===== config.mk =====
export PLATFORM = sky130hd
export DESIGN_NAME = nearest_four_joint_select_top
export DESIGN_NICKNAME = d
export VERILOG_FILES = /design/src/design/njs_pkg.sv /design/src/design/nearest_four_joint_select_top.sv /design/src/design/njs_dist.sv /design/src/design/njs_rank.sv
export SDC_FILE = /design/constraint.sdc
export NUM_CORES = 2
export LEC_CHECK = 0
export ABC_AREA = 1
export BUFFER_PORTS_ARGS = -buffer_cell sky130_fd_sc_hd__buf_2
export CAP_MARGIN = 20
export CORE_UTILIZATION = 63
export DETAILED_ROUTE_END_ITERATION = 12
export GPL_TIMING_DRIVEN = 0
export PLACE_DENSITY = 0.79
export SETUP_SLACK_MARGIN = 0.3
export SLEW_MARGIN = 20
export SYNTH_ARGS = -nofsm -noshare
export SYNTH_HDL_FRONTEND = slang
export SYNTH_HIERARCHICAL = 1
export SYNTH_SLANG_ARGS = --single-unit
export TNS_END_PERCENT = 100

===== constraint.sdc =====
create_clock -name clk -period 8.6 [get_ports clk]
set_input_delay 1.72 -clock clk [delete_from_list [all_inputs] [get_ports clk]]
set_output_delay 1.72 -clock clk [all_outputs]
set_load 0.1 [all_outputs]

===== src/design/njs_pkg.sv =====
// njs_pkg: shared types and constants for the nearest four joint select block.
// Item structs for both channels, request codes and sequencer state codes.
// No dependencies.
package njs_pkg;

  localparam int DefMaxJoints    = 32;
  localparam int DefNearestCount = 4;
  localparam int OutFields       = 4;
  localparam int JointCountW     = 6;
  localparam int IndexW          = 5;
  localparam int CoordW          = 16;
  localparam int VertW           = CoordW + 1;   // vertex after the half offset
  localparam int DiffW           = CoordW + 2;
  localparam int SqW             = 34;           // |diff| < 2^17
  localparam int DistW           = 36;           // sum of three squares

  localparam logic [JointCountW-1:0] JointCountReset = JointCountW'(32);
  localparam logic signed [VertW-1:0] HalfQ12        = VertW'(2048);

  typedef enum logic {
    REQ_WRITE = 1'b0,
    REQ_QUERY = 1'b1
  } req_t;

  typedef enum logic [2:0] {
    ST_IDLE = 3'b001,
    ST_RUN  = 3'b010,
    ST_FIN  = 3'b100
  } state_t;

  typedef struct packed {
    req_t                     req_type;
    logic [IndexW-1:0]        joint_index;
    logic signed [CoordW-1:0] coord_x;
    logic signed [CoordW-1:0] coord_y;
    logic signed [CoordW-1:0] coord_z;
  } in_item_t;

  typedef struct packed {
    logic [IndexW-1:0] nearest_first;
    logic [IndexW-1:0] nearest_second;
    logic [IndexW-1:0] nearest_third;
    logic [IndexW-1:0] nearest_fourth;
  } out_item_t;

  // control from the sequencer to the ranking list
  typedef struct packed {
    logic clear;
    logic load;
  } rank_ctl_t;

endpackage


===== src/design/nearest_four_joint_select_top.sv =====
// nearest_four_joint_select_top: four nearest joints to a vertex by brute force.
// Instantiates njs_dist (joint memory, distance pipeline) and njs_rank (sorted list).
// Depends on njs_pkg.
//
//  channel  | handshake          | payload            | notes
//  ---------+--------------------+--------------------+------------------------------
//  in       | in_valid/in_stall  | in_data (in_item_t)| write joint or query vertex
//  out      | out_valid/out_stall| out_data           | one item per query only
//  cfg      | cfg_wr_en          | cfg_wr_data        | joint_count, no read-back
//
// A query walks limit joints, with limit the joint count capped at MAX_JOINTS:
// one memory read per cycle feeds the single distance pipeline (3 stages), then the
// block drains the pipeline in ST_RUN and posts the result from ST_FIN.
// in_stall is high from a query's accept until its item is in the output register.
// The output register lets the block take new items while a result waits on
// out_stall; a second query finishing meanwhile holds until that slot is free.
// Reset is synchronous; joint_count resets to 32, joint memory is not cleared.
module nearest_four_joint_select_top #(
  parameter int MAX_JOINTS    = njs_pkg::DefMaxJoints,
  parameter int NEAREST_COUNT = njs_pkg::DefNearestCount
) (
  input  logic                              clk,
  input  logic                              rst,
  input  logic                              in_valid,
  output logic                              in_stall,
  input  njs_pkg::in_item_t                 in_data,
  output logic                              out_valid,
  input  logic                              out_stall,
  output njs_pkg::out_item_t                out_data,
  input  logic                              cfg_wr_en,
  input  logic [njs_pkg::JointCountW-1:0]   cfg_wr_data
);
  import njs_pkg::*;

  localparam int AW = $clog2(MAX_JOINTS);
  localparam int CW = (AW + 1 > JointCountW) ? AW + 1 : JointCountW;
  localparam int IW = (AW > IndexW) ? AW : IndexW;

  state_t state, state_next;

  logic [JointCountW-1:0] joint_count;
  logic [CW-1:0]          limit;
  logic [CW-1:0]          issue_cnt;
  logic [CW-1:0]          count_ext;
  logic [IW:0]            wr_idx_ext;

  logic signed [VertW-1:0] vx, vy, vz;

  logic      in_acc, wr_acc, q_acc, wr_ok;
  logic      rd_en, dist_vld, dist_busy, out_free;
  logic [DistW-1:0] dsq;
  logic [AW-1:0]    dist_idx;
  rank_ctl_t        rank_ctl;

  logic [NEAREST_COUNT-1:0][IndexW-1:0] pick;
  logic [OutFields-1:0][IndexW-1:0]     pick_pad;

  // input side handshake
  assign in_stall = (state != ST_IDLE);
  assign in_acc   = in_valid && !in_stall;
  assign wr_acc   = in_acc && (in_data.req_type == REQ_WRITE);
  assign q_acc    = in_acc && (in_data.req_type == REQ_QUERY);

  // writes beyond the table are dropped
  assign wr_idx_ext = (IW + 1)'(in_data.joint_index);
  assign wr_ok      = wr_idx_ext < (IW + 1)'(MAX_JOINTS);

  assign count_ext = CW'(joint_count);
  assign rd_en     = (state == ST_RUN) && (issue_cnt < limit);
  assign out_free  = !out_valid || !out_stall;

  always_comb begin
    state_next = state;
    case (state)
      ST_IDLE: begin
        if (q_acc) state_next = ST_RUN;
      end
      ST_RUN: begin
        if (!rd_en && !dist_busy) state_next = ST_FIN;
      end
      ST_FIN: begin
        if (out_free) state_next = ST_IDLE;
      end
      default: state_next = ST_IDLE;
    endcase
  end

  always_ff @(posedge clk) begin
    if (rst) begin
      state       <= ST_IDLE;
      joint_count <= JointCountReset;
      issue_cnt   <= '0;
      out_valid   <= 1'b0;
    end else begin
      state <= state_next;
      if (cfg_wr_en) begin
        joint_count <= cfg_wr_data;
      end
      if (q_acc) begin
        issue_cnt <= '0;
      end else if (rd_en) begin
        issue_cnt <= issue_cnt + CW'(1);
      end
      if (state == ST_FIN && out_free) begin
        out_valid <= 1'b1;
      end else if (!out_stall) begin
        out_valid <= 1'b0;
      end
    end
  end

  // query context: vertex minus one half, search length capped to the table
  always_ff @(posedge clk) begin
    if (q_acc) begin
      vx    <= {in_data.coord_x[CoordW-1], in_data.coord_x} - HalfQ12;
      vy    <= {in_data.coord_y[CoordW-1], in_data.coord_y} - HalfQ12;
      vz    <= {in_data.coord_z[CoordW-1], in_data.coord_z} - HalfQ12;
      limit <= (count_ext > CW'(MAX_JOINTS)) ? CW'(MAX_JOINTS) : count_ext;
    end
  end

  njs_dist #(
    .MAX_JOINTS(MAX_JOINTS)
  ) u_dist (
    .clk      (clk),
    .rst      (rst),
    .wr_en    (wr_acc && wr_ok),
    .wr_addr  (wr_idx_ext[AW-1:0]),
    .wr_pos   ({in_data.coord_x, in_data.coord_y, in_data.coord_z}),
    .rd_en    (rd_en),
    .rd_addr  (issue_cnt[AW-1:0]),
    .vx       (vx),
    .vy       (vy),
    .vz       (vz),
    .dist_vld (dist_vld),
    .dsq      (dsq),
    .dist_idx (dist_idx),
    .busy     (dist_busy)
  );

  assign rank_ctl.clear = q_acc;
  assign rank_ctl.load  = dist_vld;

  njs_rank #(
    .MAX_JOINTS   (MAX_JOINTS),
    .NEAREST_COUNT(NEAREST_COUNT)
  ) u_rank (
    .clk  (clk),
    .rst  (rst),
    .ctl  (rank_ctl),
    .dsq  (dsq),
    .idx  (dist_idx),
    .pick (pick)
  );

  // slots past NEAREST_COUNT read as zero; extra slots are not shown
  for (genvar j = 0; j < OutFields; j++) begin : g_pad
    if (j < NEAREST_COUNT) begin : g_used
      assign pick_pad[j] = pick[j];
    end else begin : g_zero
      assign pick_pad[j] = '0;
    end
  end

  always_ff @(posedge clk) begin
    if (state == ST_FIN && out_free) begin
      out_data.nearest_first  <= pick_pad[0];
      out_data.nearest_second <= pick_pad[1];
      out_data.nearest_third  <= pick_pad[2];
      out_data.nearest_fourth <= pick_pad[3];
    end
  end

`ifndef SYNTHESIS
  a_idle_pipe_empty: assert property (@(posedge clk) disable iff (rst)
    state == ST_IDLE |-> !dist_busy)
    else $error("distance pipeline busy while idle");

  a_post_from_fin: assert property (@(posedge clk) disable iff (rst)
    $rose(out_valid) |-> $past(state == ST_FIN))
    else $error("result posted outside finish state");

  a_issue_bound: assert property (@(posedge clk) disable iff (rst)
    state == ST_RUN |-> issue_cnt <= limit)
    else $error("joint walk ran past the limit");

  a_dist_in_run: assert property (@(posedge clk) disable iff (rst)
    dist_vld |-> state == ST_RUN)
    else $error("distance arrived outside a query");
`endif

endmodule


===== src/design/njs_dist.sv =====
// njs_dist: joint position memory and the squared distance pipeline.
// One joint read per cycle; the result passes the read, square and sum registers.
// Depends on njs_pkg.
module njs_dist #(
  parameter int MAX_JOINTS = njs_pkg::DefMaxJoints
) (
  input  logic                              clk,
  input  logic                              rst,
  input  logic                              wr_en,
  input  logic [$clog2(MAX_JOINTS)-1:0]     wr_addr,
  input  logic [3*njs_pkg::CoordW-1:0]      wr_pos,
  input  logic                              rd_en,
  input  logic [$clog2(MAX_JOINTS)-1:0]     rd_addr,
  input  logic signed [njs_pkg::VertW-1:0]  vx,
  input  logic signed [njs_pkg::VertW-1:0]  vy,
  input  logic signed [njs_pkg::VertW-1:0]  vz,
  output logic                              dist_vld,
  output logic [njs_pkg::DistW-1:0]         dsq,
  output logic [$clog2(MAX_JOINTS)-1:0]     dist_idx,
  output logic                              busy
);
  import njs_pkg::*;

  localparam int AW = $clog2(MAX_JOINTS);

  logic [3*CoordW-1:0] mem [MAX_JOINTS];

  logic [3*CoordW-1:0] rd_q;
  logic                s0_vld, s1_vld;
  logic [AW-1:0]       s0_idx, s1_idx;
  logic [SqW-1:0]      sq_x, sq_y, sq_z;

  logic signed [CoordW-1:0] jx, jy, jz;
  logic signed [DiffW-1:0]  dx, dy, dz;
  logic signed [2*DiffW-1:0] px, py, pz;

  always_ff @(posedge clk) begin
    if (wr_en) begin
      mem[wr_addr] <= wr_pos;
    end
    if (rd_en) begin
      rd_q <= mem[rd_addr];
    end
  end

  assign jx = rd_q[3*CoordW-1:2*CoordW];
  assign jy = rd_q[2*CoordW-1:CoordW];
  assign jz = rd_q[CoordW-1:0];

  assign dx = {vx[VertW-1], vx} - {{2{jx[CoordW-1]}}, jx};
  assign dy = {vy[VertW-1], vy} - {{2{jy[CoordW-1]}}, jy};
  assign dz = {vz[VertW-1], vz} - {{2{jz[CoordW-1]}}, jz};

  assign px = dx * dx;
  assign py = dy * dy;
  assign pz = dz * dz;

  always_ff @(posedge clk) begin
    if (rst) begin
      s0_vld   <= 1'b0;
      s1_vld   <= 1'b0;
      dist_vld <= 1'b0;
    end else begin
      s0_vld   <= rd_en;
      s1_vld   <= s0_vld;
      dist_vld <= s1_vld;
    end
  end

  always_ff @(posedge clk) begin
    s0_idx   <= rd_addr;
    s1_idx   <= s0_idx;
    dist_idx <= s1_idx;
    sq_x     <= px[SqW-1:0];
    sq_y     <= py[SqW-1:0];
    sq_z     <= pz[SqW-1:0];
    dsq      <= DistW'(sq_x) + DistW'(sq_y) + DistW'(sq_z);
  end

  assign busy = s0_vld || s1_vld || dist_vld;

endmodule


===== src/design/njs_rank.sv =====
// njs_rank: sorted list of the nearest joints, filled by insertion.
// Strict less-than: an earlier joint keeps its place on a tie.
// Depends on njs_pkg.
module njs_rank #(
  parameter int MAX_JOINTS    = njs_pkg::DefMaxJoints,
  parameter int NEAREST_COUNT = njs_pkg::DefNearestCount
) (
  input  logic                                          clk,
  input  logic                                          rst,
  input  njs_pkg::rank_ctl_t                            ctl,
  input  logic [njs_pkg::DistW-1:0]                     dsq,
  input  logic [$clog2(MAX_JOINTS)-1:0]                 idx,
  output logic [NEAREST_COUNT-1:0][njs_pkg::IndexW-1:0] pick
);
  import njs_pkg::*;

  localparam int AW = $clog2(MAX_JOINTS);
  localparam int IW = (AW > IndexW) ? AW : IndexW;

  logic [DistW-1:0]         slot_dist [NEAREST_COUNT];
  logic [AW-1:0]            slot_idx  [NEAREST_COUNT];
  logic [NEAREST_COUNT-1:0] slot_vld;
  logic [NEAREST_COUNT-1:0] hit;

  // hit is a suffix mask: the list is sorted and filled from the front
  always_comb begin
    for (int j = 0; j < NEAREST_COUNT; j++) begin
      hit[j] = !slot_vld[j] || (dsq < slot_dist[j]);
    end
  end

  always_ff @(posedge clk) begin
    if (rst || ctl.clear) begin
      slot_vld <= '0;
    end else if (ctl.load) begin
      for (int j = 0; j < NEAREST_COUNT; j++) begin
        if (hit[j]) begin
          if (j == 0 || !hit[(j == 0) ? 0 : j - 1]) begin
            slot_vld[j] <= 1'b1;
          end else begin
            slot_vld[j] <= slot_vld[(j == 0) ? 0 : j - 1];
          end
        end
      end
    end
  end

  always_ff @(posedge clk) begin
    if (ctl.load) begin
      for (int j = 0; j < NEAREST_COUNT; j++) begin
        if (hit[j]) begin
          if (j == 0 || !hit[(j == 0) ? 0 : j - 1]) begin
            slot_dist[j] <= dsq;
            slot_idx[j]  <= idx;
          end else begin
            slot_dist[j] <= slot_dist[(j == 0) ? 0 : j - 1];
            slot_idx[j]  <= slot_idx[(j == 0) ? 0 : j - 1];
          end
        end
      end
    end
  end

  always_comb begin
    logic [IW-1:0] wide;
    for (int j = 0; j < NEAREST_COUNT; j++) begin
      wide    = IW'(slot_idx[j]);
      pick[j] = slot_vld[j] ? wide[IndexW-1:0] : '0;
    end
  end

endmodule


==> implementation parameters <==
Parameter                              Value

GRT
  GR met1 Demand/Resource    48.3%
  Number of antenna violations at the first check in global routing    29
  GRT Overall Usage    39.8%
  Met2 Usage GRT    61.8%
  Met3 capacity usage during global routing    11.2%
  Vias in the first global route    87.0k
  Largest net degree at the start of global routing    56
  Busiest layer in global routing    met2
  First-pass GRT wire length    540000 um
  Total overflow reported by the global router    0

Placed design
  Estimated wirelength of the detail-placed design    268000 um
  Cell area after placement    0.122 sq mm
  Cell Count Post-Placement    13.3k
  Routability cong.    1.00
  Count of input and output buffers    86

Cells and area
  Fraction of layout cells with a size suffix above 1    7.40%
  Synthesis-to-finish area growth    11.2%
  Top library cells by usage in the layout, fill and taps aside    1825 x edfxtp_1, 1590 x inv_1, 1455 x nor2_1
  Non-filler instance count after layout    13.7k
  Leading cell type in the layout, fill and taps excluded    edfxtp_1
  Post-route design area    0.129 sq mm
  Net total in the final layout    12.5k
  Final-layout fill cell count    12.7k

Yosys
  Synth area leader    edfxtp_1
  Most used flip-flop cell after synthesis    edfxtp_1
  Share of the synthesized area in the top cell type    47.3%
  Library cells used by synthesis    60
  Cell Area, Synth    0.116 sq mm
  Number of warnings reported in the yosys synthesis log    6
  Synth area leaders    edfxtp_1 47%, fa_1 15%, ha_1 5.6%, inv_1 5.2%, nor2_1 4.8%
  Proportion of register bits with asynchronous set or reset after synthesis    0%
  Average instance area after synthesis    10.9 sq um
  Seq/Total Area, Yosys    50.2%
  Number of synthesized register bits    1998
  Gate count after technology mapping    10.7k
  EDFF count, synth    1825

Routing
  DRC violation count after routing    0
  Remaining antenna violation count    0
  Via count normalized by instance count    6.35
  DRC marker count from the first detailed-route iteration    13.0k
  Number of vias in the routed layout    87.1k
  Post-DR wirelength/cell    27.0 um
  Wire length after detailed routing    370000 um
  Detailed-routing iteration count for the pre-antenna-repair pass    10

Setup path
  Standard cell with the maximum stage delay on the critical path    fa_1
  Largest stage delay, worst path    0.56 ns
  Nature of the critical path endpoint    flip-flop
  CP max FO    6
  CP Buf/Inv Count    7
  Data required, critical path    9.25 ns
  Cell class contributing the biggest share of worst-path delay    adder cells
  Setup CP Type    flip-flop to flip-flop
  Data arrival time of the critical path    8.77 ns
  Sort of element at the start of the critical path    flip-flop

Floorplanning
  Core ar.    0.183 sq mm
  Effective utilization at floorplan    63.4%
  Width of the chip    431 um
  Num ports    87
  Die boundary height    431 um
  Cell row count    157
  Die Footprint    0.186 sq mm

Outcome
  Outcome    complete, no violations

Flow run
  Max-cap check violation count    0

STA
  Worst max-slew margin expressed relative to the limit    12.1%
  Final-report setup violation count    0
  Fmax achieved    123 MHz
  Setup repair after global routing missed its margin    true
  Setup TNS after final layout    0 ns
  Shortest period the worst path allows    8.12 ns
  Total count of hold-check failures in the final report    0
  Final clock period utilization by the worst path    94.4%
  Smallest hold slack    0.324 ns
  Setup clock skew after layout    0.105 ns
  Number of pins with negative max-slew slack in the final report    0
  Slew of the pin with the lowest slew margin    1.32 ns

Clock tree
  H-tree depth reported by CTS    4
  Number of buffers inserted during clock tree synthesis    194
  Clock tree from TritonCTS    yes
  Max Root-Sink Buffers    3
  Clock slew seen by the registers of the worst setup and hold paths    0.07 ns
  Hold Buf Count CTS    0
  Root buffer selected by CTS    clkbuf_16
  Clock latency of the later-clocked register in the worst-skew pair    0.89 ns
  Sink Count    1998

Min path
  Class of the worst hold path    flip-flop to flip-flop
## Yosys cell counts, types with 5 or more instances
library cell / instances
a21boi_0: 11
a21o_1: 38
a21oi_1: 267
a22oi_1: 13
a31oi_1: 66
and3_1: 7
buf_1: 21
buf_2: 101
buf_4: 9
buf_6: 27
clkbuf_1: 289
clkinv_1: 6
dfxtp_1: 173
edfxtp_1: 1825
fa_1: 889
ha_1: 518
inv_1: 1597
inv_2: 27
nand2_1: 1229
nand2_2: 22
nand3_1: 224
nand3_2: 5
nand3b_1: 13
nand4_1: 146
nor2_1: 1492
nor2_2: 14
nor2_4: 9
nor3_1: 21
nor4_1: 7
o21a_1: 12
o21ai_0: 929
o21ai_1: 30
o21bai_1: 15
o221ai_1: 284
o22ai_1: 102
or2_2: 11
xnor2_1: 42
xor2_1: 108
xor2_2: 8
## per-stage QoR
| step | util, % | setup slack, ns |
|---|---|---|
| 2_1_floorplan | - | 2.00 |
| 3_3_place_gp | 65.3 | 0.125 |
| 3_5_place_dp | 66.6 | 0.0914 |
| 4_1_cts | 70.1 | 0.242 |
| 5_1_grt | 70.5 | 0.238 |
| 6_report | 70.5 | 0.484 |
## worst register-to-register path: cells and delay by family (launching register included)
kind                     cells  cell delay [ns]
AO/OA/AOI/OAI                6             1.02
XOR/XNOR                     1             0.42
adder cells (fa/ha/maj)      9             3.94
buffers and inverters        7             0.76
flip-flops                   1             0.54
AND/OR/NAND/NOR              8             1.19
## logic make-up after synthesis
logic type	synth area share (%)
simple gates	11.3
buf+inv	7.05
fa+ha+maj	20.9
xor+xnor	1.34
flops	50.2
compound gates	9.15
other cells	0.00323
## sequential cells by signal, summed over array words and instances, names as in the netlist, 6 cells and up
register / count
u_dist/sq_z: 33
vx: 17
count_ext: 6
issue_cnt: 6
u_dist/dsq: 36
limit: 6
u_dist/sq_x: 33
u_dist/sq_y: 33
u_dist/rd_q: 48
out_data: 20
u_rank/slot_dist: 144
vz: 17
u_dist/mem: 1536
u_rank/slot_idx: 20
vy: 17
## cell type report
cell class / count / area (sq um) / share of cell area (%)
plain buffers: 447 / 2080 / 1.61
well taps: 2464 / 3080 / 2.39
flip-flops and latches: 1998 / 58300 / 45.2
inverters: 1632 / 6170 / 4.79
multi-input cells: 6577 / 50200 / 38.9
repair buffers: 206 / 2680 / 2.08
diodes: 33 / 82.6 / 0.0640
clock inverters: 108 / 1230 / 0.956
clock buffers: 244 / 5150 / 3.99
## final timing paths
check,end,start,slack (ns),depth (start not counted)
hold / removal,u_dist/dist_idx[2]$_DFF_P_,u_dist/s1_idx[2]$_DFF_P_,0.32,0
hold reg to reg,u_dist/dist_idx[2]$_DFF_P_,u_dist/s1_idx[2]$_DFF_P_,0.32,0
setup reg to reg,u_dist/sq_y[23]$_DFF_P_,vy[0]$_DFFE_PP_,0.48,31
setup / recovery,u_dist/sq_y[23]$_DFF_P_,vy[0]$_DFFE_PP_,0.48,31
## what timing repair did
action | CTS | global route
pin swaps | 0 | 7
gates resized for setup | 8 | 86
setup buffers | 0 | 27
endpoints found under the setup margin | 12 | 32
## layer usage
metal  vias to the layer above  part of all wire (%)  routed length [um]
li1                      36600                     -                   -
met5                         -                 0.035                 130
met1                     42000                    33              123000
met3                      1745                    13               49000
met4                        16                   8.5               31600
met2                      6813                    45              167000
Power is left out: the tool's default activity adds up to more than one toggle a clock period on the data nets, which glitch-free logic cannot reach.
